`config.mk`:
```
export PLATFORM = sky130hd
export DESIGN_NAME = cossim_ctrl
export DESIGN_NICKNAME = d
export VERILOG_FILES = /design/src/design/cossim_pkg.sv /design/src/design/cossim_ctrl.sv
export VERILOG_INCLUDE_DIRS = /design/src /design/src/design
export SDC_FILE = /design/constraint.sdc
export NUM_CORES = 1
export LEC_CHECK = 0
export BUFFER_PORTS_ARGS = -buffer_cell sky130_fd_sc_hd__buf_2
export CELL_PAD_IN_SITES_DETAIL_PLACEMENT = 1
export CELL_PAD_IN_SITES_GLOBAL_PLACEMENT = 1
export CORE_AREA = 4 4 57 59
export DETAILED_ROUTE_END_ITERATION = 6
export DIE_AREA = 0 0 61 63
export PLACE_DENSITY = 0.76
export SKIP_CTS_REPAIR_TIMING = 1
export SLEW_MARGIN = 20
export SYNTH_ARGS = -nofsm -noshare
export SYNTH_HDL_FRONTEND = slang
export SYNTH_SLANG_ARGS = --single-unit
```
`constraint.sdc`:
```
create_clock -name clk_i -period 2.5 [get_ports clk_i]
set_clock_uncertainty 0.2 [all_clocks]
set_input_delay 0.5 -clock clk_i [delete_from_list [all_inputs] [get_ports clk_i]]
set_output_delay 0.5 -clock clk_i [all_outputs]
set_load 0.01 [all_outputs]
```
`src/design/assert_macros.svh`:
```
// ----------------------------------------------------------------------------
// assert_macros.svh
// concurrent assertion helpers shared by the rtl files
// ----------------------------------------------------------------------------
`ifndef ASSERT_MACROS_SVH
`define ASSERT_MACROS_SVH

`ifndef ASSERT_OFF

// same-cycle implication, held off while reset is low
`define ASSERT_IMPLY(lbl, clk, rstn, ante, cons, msg) \
  lbl: assert property (@(posedge clk) disable iff (!rstn) (ante) |-> (cons)) \
    else $error(msg);

// next-cycle implication, held off while reset is low
`define ASSERT_NEXT(lbl, clk, rstn, ante, cons, msg) \
  lbl: assert property (@(posedge clk) disable iff (!rstn) (ante) |=> (cons)) \
    else $error(msg);

`else

`define ASSERT_IMPLY(lbl, clk, rstn, ante, cons, msg)
`define ASSERT_NEXT(lbl, clk, rstn, ante, cons, msg)

`endif

`endif

```
`src/design/cossim_pkg.sv`:
```
// ----------------------------------------------------------------------------
// cossim_pkg
// types, widths and helpers for the streaming cosine similarity block
// ----------------------------------------------------------------------------
`default_nettype none

package cossim_pkg;

  // element handling
  localparam int FieldBits = 16;
  localparam int ElemBits  = 16;
  localparam int ElemEff   = (ElemBits < FieldBits) ? ElemBits : FieldBits;

  // accumulator widths
  localparam int DotBits  = 43;
  localparam int NormBits = 42;

  // shared multiplier and long products
  localparam int LimbBits = 32;
  localparam int ProdBits = 2 * LimbBits;
  localparam int PBits    = 2 * NormBits;           // norm_a * norm_b
  localparam int RBits    = 2 * DotBits;            // dot magnitude squared
  localparam int AccBits  = 2 * FieldBits + PBits;  // odd^2 * norm product

  // ratio search
  localparam int KBits      = 16;
  localparam int KMax       = 32768;
  localparam int SatMax     = 32767;
  localparam int BitIdxBits = 4;
  localparam int StepBits   = 3;
  localparam int NumProdPR  = 4;                    // 2x2 limb products
  localparam int NumProdL   = 3;                    // 1x3 limb products

  typedef struct packed {
    logic signed [FieldBits-1:0] elem_a;
    logic signed [FieldBits-1:0] elem_b;
    logic                        last;
  } cossim_in_t;

  typedef struct packed {
    logic signed [FieldBits-1:0] similarity;
    logic                        zero_norm;
  } cossim_out_t;

  typedef enum logic [3:0] {
    ST_ACCUM,
    ST_CHECK,
    ST_MUL_P,
    ST_LATCH_P,
    ST_MUL_R,
    ST_LATCH_R,
    ST_SQUARE,
    ST_MUL_L,
    ST_COMPARE,
    ST_DONE
  } cossim_state_e;

  // operand pair and weight for one pass of the shared multiplier
  typedef enum logic [3:0] {
    MO_P00,
    MO_P01,
    MO_P10,
    MO_P11,
    MO_R00,
    MO_R01,
    MO_R10,
    MO_R11,
    MO_L0,
    MO_L1,
    MO_L2
  } cossim_mul_op_e;

  typedef struct packed {
    logic                  acc_en;
    logic                  clr_sums;
    logic                  latch_mag;
    logic                  clr_k;
    logic                  mul_en;
    cossim_mul_op_e        mul_op;
    logic                  clr_acc;
    logic                  latch_p;
    logic                  latch_r;
    logic                  latch_sq;
    logic                  compare;
    logic [BitIdxBits-1:0] bit_idx;
    logic                  load_out;
  } cossim_cmd_t;

  typedef struct packed {
    logic zero_norm;
    logic out_free;
  } cossim_stat_t;

  // low ElemEff bits of a field, sign-extended
  function automatic logic signed [FieldBits-1:0] sext_elem(input logic [FieldBits-1:0] raw);
    logic signed [FieldBits-1:0] t;
    t = $signed(raw << (FieldBits - ElemEff));
    return t >>> (FieldBits - ElemEff);
  endfunction

endpackage

`default_nettype wire

```
`src/design/cossim_ctrl.sv`:
```
// ----------------------------------------------------------------------------
// cossim_ctrl
// sequencer for accumulation, long products and the bitwise ratio search
// ----------------------------------------------------------------------------
`default_nettype none
`include "assert_macros.svh"

module cossim_ctrl (
  input  logic                     clk_i,
  input  logic                     rst_ni,
  input  logic                     in_valid_i,
  input  logic                     in_last_i,
  input  cossim_pkg::cossim_stat_t stat_i,
  output logic                     in_stall_o,
  output cossim_pkg::cossim_cmd_t  cmd_o
);

  localparam int SB = cossim_pkg::StepBits;
  localparam int IB = cossim_pkg::BitIdxBits;

  cossim_pkg::cossim_state_e state_q, state_d;
  logic [SB-1:0]             step_q, step_d;
  logic [IB-1:0]             bit_q, bit_d;

  always_ff @(posedge clk_i or negedge rst_ni) begin
    if (!rst_ni) begin
      state_q <= cossim_pkg::ST_ACCUM;
      step_q  <= '0;
      bit_q   <= '0;
    end else begin
      state_q <= state_d;
      step_q  <= step_d;
      bit_q   <= bit_d;
    end
  end

  // next state
  always_comb begin
    state_d = state_q;
    step_d  = step_q;
    bit_d   = bit_q;
    case (state_q)
      cossim_pkg::ST_ACCUM: begin
        if (in_valid_i && in_last_i) begin
          state_d = cossim_pkg::ST_CHECK;
        end
      end
      cossim_pkg::ST_CHECK: begin
        step_d = '0;
        if (stat_i.zero_norm) begin
          state_d = cossim_pkg::ST_DONE;
        end else begin
          state_d = cossim_pkg::ST_MUL_P;
        end
      end
      cossim_pkg::ST_MUL_P: begin
        if (step_q == SB'(cossim_pkg::NumProdPR)) begin
          state_d = cossim_pkg::ST_LATCH_P;
        end else begin
          step_d = step_q + SB'(1);
        end
      end
      cossim_pkg::ST_LATCH_P: begin
        step_d  = '0;
        state_d = cossim_pkg::ST_MUL_R;
      end
      cossim_pkg::ST_MUL_R: begin
        if (step_q == SB'(cossim_pkg::NumProdPR)) begin
          state_d = cossim_pkg::ST_LATCH_R;
        end else begin
          step_d = step_q + SB'(1);
        end
      end
      cossim_pkg::ST_LATCH_R: begin
        bit_d   = '1;
        state_d = cossim_pkg::ST_SQUARE;
      end
      cossim_pkg::ST_SQUARE: begin
        step_d  = '0;
        state_d = cossim_pkg::ST_MUL_L;
      end
      cossim_pkg::ST_MUL_L: begin
        if (step_q == SB'(cossim_pkg::NumProdL)) begin
          state_d = cossim_pkg::ST_COMPARE;
        end else begin
          step_d = step_q + SB'(1);
        end
      end
      cossim_pkg::ST_COMPARE: begin
        if (bit_q == '0) begin
          state_d = cossim_pkg::ST_DONE;
        end else begin
          bit_d   = bit_q - IB'(1);
          state_d = cossim_pkg::ST_SQUARE;
        end
      end
      cossim_pkg::ST_DONE: begin
        if (stat_i.out_free) begin
          state_d = cossim_pkg::ST_ACCUM;
        end
      end
      default: begin
        state_d = cossim_pkg::ST_ACCUM;
      end
    endcase
  end

  // commands
  always_comb begin
    cmd_o         = '0;
    cmd_o.mul_op  = cossim_pkg::MO_P00;
    cmd_o.bit_idx = bit_q;
    in_stall_o    = (state_q != cossim_pkg::ST_ACCUM);
    case (state_q)
      cossim_pkg::ST_ACCUM: begin
        cmd_o.acc_en = in_valid_i;
      end
      cossim_pkg::ST_CHECK: begin
        cmd_o.latch_mag = 1'b1;
        cmd_o.clr_k     = 1'b1;
        cmd_o.clr_acc   = 1'b1;
      end
      cossim_pkg::ST_MUL_P: begin
        cmd_o.mul_en = (step_q < SB'(cossim_pkg::NumProdPR));
        case (step_q[1:0])
          2'd0:    cmd_o.mul_op = cossim_pkg::MO_P00;
          2'd1:    cmd_o.mul_op = cossim_pkg::MO_P01;
          2'd2:    cmd_o.mul_op = cossim_pkg::MO_P10;
          default: cmd_o.mul_op = cossim_pkg::MO_P11;
        endcase
      end
      cossim_pkg::ST_LATCH_P: begin
        cmd_o.latch_p = 1'b1;
        cmd_o.clr_acc = 1'b1;
      end
      cossim_pkg::ST_MUL_R: begin
        cmd_o.mul_en = (step_q < SB'(cossim_pkg::NumProdPR));
        case (step_q[1:0])
          2'd0:    cmd_o.mul_op = cossim_pkg::MO_R00;
          2'd1:    cmd_o.mul_op = cossim_pkg::MO_R01;
          2'd2:    cmd_o.mul_op = cossim_pkg::MO_R10;
          default: cmd_o.mul_op = cossim_pkg::MO_R11;
        endcase
      end
      cossim_pkg::ST_LATCH_R: begin
        cmd_o.latch_r = 1'b1;
        cmd_o.clr_acc = 1'b1;
      end
      cossim_pkg::ST_SQUARE: begin
        cmd_o.latch_sq = 1'b1;
        cmd_o.clr_acc  = 1'b1;
      end
      cossim_pkg::ST_MUL_L: begin
        cmd_o.mul_en = (step_q < SB'(cossim_pkg::NumProdL));
        case (step_q[1:0])
          2'd0:    cmd_o.mul_op = cossim_pkg::MO_L0;
          2'd1:    cmd_o.mul_op = cossim_pkg::MO_L1;
          default: cmd_o.mul_op = cossim_pkg::MO_L2;
        endcase
      end
      cossim_pkg::ST_COMPARE: begin
        cmd_o.compare = 1'b1;
      end
      cossim_pkg::ST_DONE: begin
        cmd_o.load_out = stat_i.out_free;
        cmd_o.clr_sums = stat_i.out_free;
      end
      default: begin
        cmd_o.clr_acc = 1'b1;
      end
    endcase
  end

  `ASSERT_NEXT(a_search_end, clk_i, rst_ni, state_q == cossim_pkg::ST_COMPARE && bit_q == '0, state_q == cossim_pkg::ST_DONE, "search did not finish after last bit")
  `ASSERT_IMPLY(a_step_l, clk_i, rst_ni, state_q == cossim_pkg::ST_MUL_L, step_q <= SB'(cossim_pkg::NumProdL), "limb step overrun")

endmodule

`default_nettype wire
```
Word level (Yosys, flattened, before mapping)
Cells that the tools add are included.

word-level totals
  input bits = 6
  RAM bits = 0
  bits in registers = 11
  bits in latches = 0
  word-level logic and storage cells = 66
  memories kept = 0
  bits in read-only memories = 0

operators by class
  $lt $le $gt $ge = 2
  add/sub/neg operators = 2
  shifts and indexed selects = 0
  reduce and logical (&&, ||, !) cells = 13
  div/mod/pow operators = 0
  equality and inequality tests = 21
  multipliers = 0
  mux-type cells = 25
  bitwise logic cells = 0

operator list
  cell                                                                   count
  4-bit one-hot mux with 10 select lines                                 1
  4-bit 2-to-1 mux                                                       8
  4-bit by 3-bit equality test with 1-bit output, second input constant  4
  2-bit != test, second input constant                                   8
  5-bit one-hot mux with 3 select lines                                  1
  2-bit one-hot mux with 3 select lines                                  2
  3-bit one-hot mux with 3 select lines                                  1
  4-bit by 2-bit equality test with 1-bit output, second input constant  2
  4-bit equality test, second input constant                             2
  4-bit zero test                                                        2
  4-bit one-hot mux with 2 select lines                                  1
  1-bit 2-to-1 mux                                                       7
  3-bit 2-to-1 mux                                                       2
  6-bit OR reduction                                                     1
  5-bit AND reduction                                                    1
  4-bit by 1-bit equality test with 1-bit output, second input constant  1
  2-bit one-hot mux with 2 select lines                                  1
  4-bit nonzero test                                                     1
  4-bit by 1-bit subtractor with 4-bit output, second input constant     1
  3-bit by 1-bit adder with 3-bit output, second input constant          1
  3-bit by 2-bit equality test with 1-bit output, second input constant  1
  3-bit equality test, second input constant                             1
  3-bit by 2-bit < comparator with 1-bit output, second input constant   1
  3-bit < comparator, second input constant                              1
  other kinds (11)                                                       11

Depth between registers and ports, before layout
Gate-level depths: netlist (run 1).

  depth in word-level cells = 4
  gate-level depth with buffers = 6

Least setup slack after synthesis (run 1)
Ideal clock, no wire load.

  path type = reg2out
  start point = register state_q[0]
  end point = output port cmd_o[10] (netlist bit)
  path slack = 493 ps
  stages on the path, launching flop included = 5
  arrival time = 1307 ps
  data required time = 1800 ps
  buffers on the path = 1
  cell sequence = dfrtp_1 -> buf_6 -> or2_1 -> or2_2 -> a21oi_1

RTL lines
  item                      line               RTL
  start: declaration        cossim_ctrl.sv:21  cossim_pkg::cossim_state_e state_q, state_d;
  start signal: assignment  cossim_ctrl.sv:27  state_q <= cossim_pkg::ST_ACCUM;
  start signal: assignment  cossim_ctrl.sv:31  state_q <= state_d;
  end: declaration          cossim_ctrl.sv:15  output cossim_pkg::cossim_cmd_t cmd_o

==> results.json, run 1 <==
{
  "status": "finished clean",
  "start_util": 0.368,
  "p_total_mw": 1.68,
  "clock_latency_ns": 0.27,
  "avgRoutedWirePerCell_um": 15.7,
  "grt_setup_unrepaired": "false",
  "cts_root_buffer": "clkbuf_4",
  "cts_tree": "built",
  "grt_max_degree": 17,
  "num_antenna_cells": 0,
  "viasPerCell": 5.44,
  "totalNegativeSetupSlack_ns": 0,
  "relSlewSlack": 0.663,
  "numPlacedInstances": 166,
  "cts.sinks": 11,
  "via_count": 930,
  "cp-start-kind": "flop",
  "timing.hold.ws_ns": 0.306,
  "tightest_slew_ns": 0.504,
  "synth-edff-count": 0,
  "finalHoldViolCount": 0,
  "cts_inserted_buffers": 3,
  "ant_nets": 0,
  "finalWorstSetupSlack_ns": 0.132,
  "clk_pin_slew_ns": 0.08,
  "fin_crit_sh": 0.947,
  "cts.htree.levels": 1,
  "cpLargestDelayFamily": "flip-flops",
  "maxSlewViolCount": 0,
  "final_cells": 171,
  "critical_path_arrival_ns": 1.67,
  "holdCritPathClass": "input port to flop",
  "synth_area_per_cell_um2": 8.76,
  "drv_cap": 0,
  "crit_type": "flop to primary output",
  "drtPass1Iterations": 4,
  "synth_fp_nets": 127,
  "fmax_mhz": 422,
  "grt_use_total": 0.152,
  "die-height_um": 63,
  "overflow": 0,
  "max_stage_delay_ns": 0.49,
  "wirelength_mm": 2.68,
  "ys_warn_count": 0,
  "syn2layout_area_growth_pct": 19.7,
  "placed_cell_area_um2": 1140,
  "drive_above_1_share": 0.307,
  "path_cells": "buf_4, nor4b_4, buf_2",
  "antenna_found_initial": 0,
  "drtIter0Drc": 21,
  "clockBufferDepth": 2,
  "peakVddDrop_mv": 0.681,
  "finalNetCount": 154,
  "postSynthCellCount": 114,
  "cpMaxStageDelayCell": "dfrtp_1",
  "critPathMaxFanout": 9,
  "grt_pass1_wl_mm": 4.56,
  "die_w_um": 61,
  "io_pins": 26,
  "rows": 19,
  "seq_area_frac_synth": 0.276,
  "synth_seq_cells": 11,
  "p_leak_nw": 0.573,
  "fin_util": 0.441,
  "drc": 0,
  "finalSetupViolations": 0,
  "post-place-ws_ns": 0.423,
  "core_um2": 2710,
  "synthArstFlopShare": 1.00,
  "cp_num_buf_inv": 2,
  "die-area_um2": 3840,
  "power_density_nw_per_um2": 1410,
  "end_kind": "primary output",
  "place_congestion": 0.762,
  "syn_area_um2": 998,
  "stdcell_area_um2": 1190,
  "yosys.cell_types.count": 45,
  "fin_crit_ns": 2.37,
  "dpl.hpwl_mm": 2.14,
  "required_ns": 1.80,
  "synth_top_flop_cell": "dfrtp_1",
  "grt_pass1_vias": 1004,
  "io_buffers": 25
}
-- layout make-up --
class	count	area [um^2]
clock buffer	4	26.3
fill	349	1520
inverter	8	30.0
multi-input combinational	86	652
sequential	11	275
tap	31	38.8
timing repair buffer	31	173
-- power by group --
part | internal [mW] | switching [mW]
sequential | 0.258 | 0.109
combinational | 0.519 | 0.672
clock | 0.0618 | 0.0639
total | 0.839 | 0.844
-- final timing paths --
kind / from / end / slack [ns] / cells past startpoint
max: state_q[2] / cmd_o[5] / 0.13 / 3
min: stat_i[0] / state_q[3] / 0.31 / 2
max reg2reg: state_q[2] / state_q[3] / 0.47 / 5
min reg2reg: bit_q[0] / bit_q[0] / 0.34 / 1
max in group asynchronous: rst_ni / state_q[1] / 1.46 / 2
min in group asynchronous: rst_ni / bit_q[1] / 0.42 / 2
-- flip-flops by register name, summed over array words and instances, names as in the netlist --
name and cells:
bit_q 4, state_q 4, step_q 3
-- metal layers --
metal  track usage  wire length (um)
met1         0.180              1150
met2         0.265              1350
met3        0.0227               114
met4        0.0569                61
met5             0                 0
-- Yosys cell counts, types with 3 or more instances --
cell,count,area (um^2)
dfrtp_1,11,275
a21oi_1,10,50.1
and2_1,4,25.0
and3_1,3,18.8
buf_2,3,15.0
ha_1,7,87.6
nor2_1,13,48.8
inv_1,8,30.0
nor3_1,5,25.0
o21ai_0,3,15.0
nand2_1,5,18.8
nand2b_1,5,31.3
-- logic make-up (layout without fill, tap and decap cells) --
| logic type | count (synthesis) | count (layout) | share of synthesized area |
|---|---|---|---|
| DFF | 11 | 11 | 0.276 |
| buffers and inverters | 17 | 43 | 0.0902 |
| AOI/OAI and AO/OA | 29 | 29 | 0.234 |
| adders and majority gates | 7 | 7 | 0.0877 |
| muxes | 1 | 1 | 0.0100 |
| and+or+nand+nor | 47 | 47 | 0.284 |
| xor gates and xnor gates | 2 | 2 | 0.0175 |
-- layout by cell type, fill, tap and decap left out, types with 2 or more instances in the layout --
master	netlist	routed
ha_1	7	7
and3_1	3	3
nor2_1	13	12
inv_1	8	8
and2_1	4	4
buf_4	2	5
nand2b_1	5	5
nand2_1	5	5
buf_2	3	25
o21ai_0	3	3
nor2b_1	2	2
a21oi_1	10	10
a31oi_1	2	2
clkbuf_4	0	3
dfrtp_1	11	11
nor3_1	5	5
No activity file was read; power rests on OpenSTA's default activity.
==> run 2, diff against run 1 <==
Settings changed: CORE_AREA 4 4 57 59 to 3 3 56 58, DIE_AREA 0 0 61 63 to 0 0 59 61.
==> results.json, run 2 (synthesis gave the netlist of run 1 again) <==
{
  "status": "finished clean",
  "grt_max_degree": 17,
  "fin_crit_ns": 2.34,
  "clkPwrFrac": 0.077,
  "avgRoutedWirePerCell_um": 15.9,
  "drv_cap": 0,
  "maxSlewViolCount": 0,
  "critPathMaxFanout": 6,
  "tightest_slew_ns": 0.429,
  "start_util": 0.368,
  "r2r_slack_ns": 0.49,
  "critical_path_arrival_ns": 1.64,
  "rows": 19,
  "cts_inserted_buffers": 3,
  "r2r_start": "step_q[0]",
  "cts.htree.levels": 1,
  "p_switching_mw": 0.847,
  "finalSetupViolations": 0,
  "worstRegToRegCells": 6,
  "holdCritPathClass": "input port to flop",
  "finalNetCount": 155,
  "hold_path_end": "state_q[3]",
  "final_common_cell": "buf_2",
  "p_seq_frac": 0.205,
  "grt_pass1_vias": 919,
  "drtPass1Iterations": 4,
  "final_cell_mix": "25 x buf_2, 13 x nor2_1, 11 x dfrtp_1",
  "place_congestion": 0.787,
  "relSlewSlack": 0.712,
  "antenna_found_initial": 0,
  "drtIter0Drc": 10,
  "power_frac_comb": 0.718,
  "syn2layout_area_growth_pct": 18.5,
  "p_int_mw": 0.834,
  "r2r-end": "state_q[3]",
  "totalNegativeSetupSlack_ns": 0,
  "via_count": 932,
  "peakVddDrop_mv": 0.853,
  "min_from": "stat_i[0]",
  "cts.sinks": 11,
  "numPlacedInstances": 167,
  "cts_tree": "built",
  "num_antenna_cells": 0,
  "crit_type": "flop to primary output",
  "drive_above_1_share": 0.298,
  "p_leak_nw": 0.571,
  "drc": 0,
  "clk_pin_slew_ns": 0.07,
  "top_regs": "bit_q (4), state_q (4), step_q (3)",
  "grt_setup_unrepaired": "false",
  "io_buffers": 25,
  "power_density_nw_per_um2": 1420,
  "required_ns": 1.80,
  "fmax_mhz": 428,
  "grt_pass1_wl_mm": 4.41,
  "dpl.hpwl_mm": 2.21,
  "core_um2": 2710,
  "die-height_um": 61,
  "cts_root_buffer": "clkbuf_4",
  "viasPerCell": 5.42,
  "ant_nets": 0,
  "grt_use_total": 0.160,
  "die-area_um2": 3600,
  "wirelength_mm": 2.73,
  "clockBufferDepth": 2,
  "finalHoldViolCount": 0,
  "overflow": 0,
  "min_delay_path_depth": 2,
  "io_pins": 26,
  "cp-start-kind": "flop",
  "swShare": 0.504,
  "end_kind": "primary output",
  "final_cells": 172,
  "clock_latency_ns": 0.27,
  "die_w_um": 59,
  "fin_crit_sh": 0.934
}
==> run 2: per-stage QoR <==
step	total power, mW	cell area [um^2]	setup slack [ns]	utilization	hold slack [ns]
after floorplan	1.22	998	0.493	-	0.00441
after global placement	1.50	1150	0.513	0.423	0.182
after detailed placement	1.57	1150	0.445	0.423	0.188
after CTS	1.70	1170	0.148	0.433	-0.110
after global routing	1.84	1180	0.0171	0.437	0.359
final	1.68	1180	0.164	0.437	0.319
==> run 2: worst max-delay path by stage <==
| stage | from | end | slack, ns |
|---|---|---|---|
| 3_3_place_gp | state_q[3] | cmd_o[11] | 0.51 |
| 5_1_grt | state_q[3] | cmd_o[10] | 0.02 |
| 6_report | state_q[2] | cmd_o[10] | 0.16 |
| 4_1_cts | state_q[3] | cmd_o[18] | 0.15 |
| 2_1_floorplan | state_q[0] | cmd_o[10] | 0.49 |
| 3_5_place_dp | state_q[3] | cmd_o[18] | 0.44 |
==> run 2: metal layers <==
layer	routed length [um]	GRT usage	vias up
li1	-	-	458
met5	0	0	-
met3	111	0.0170	2
met1	1190	0.195	453
met4	14	0.0291	0
met2	1410	0.306	19
==> run 2: power by group through the flow <==
stage / clock, mW / combinational, mW / sequential [mW]
5_1_grt: 0.138 / 1.34 / 0.360
3_5_place_dp: 0 / 1.22 / 0.350
6_report: 0.129 / 1.21 / 0.345
4_1_cts: 0.129 / 1.22 / 0.347
3_3_place_gp: 0 / 1.15 / 0.343
2_1_floorplan: 0 / 0.887 / 0.329
==> run 2: cell type report <==
cell class,instances,area (um^2)
Fill cell,351,1530
Multi-Input combinational cell,86,633
Sequential cell,11,275
Timing Repair Buffer,32,180
Tap cell,31,38.8
Inverter,8,30.0
Clock buffer,4,26.3
==> run 2: critical path, cell delays in order, from the launching register on <==
cell,delay (ns)
dfrtp_1,0.45
xnor2_1,0.37
nor2_1,0.17
a21oi_1,0.19
a21oi_1,0.05
buf_2,0.14
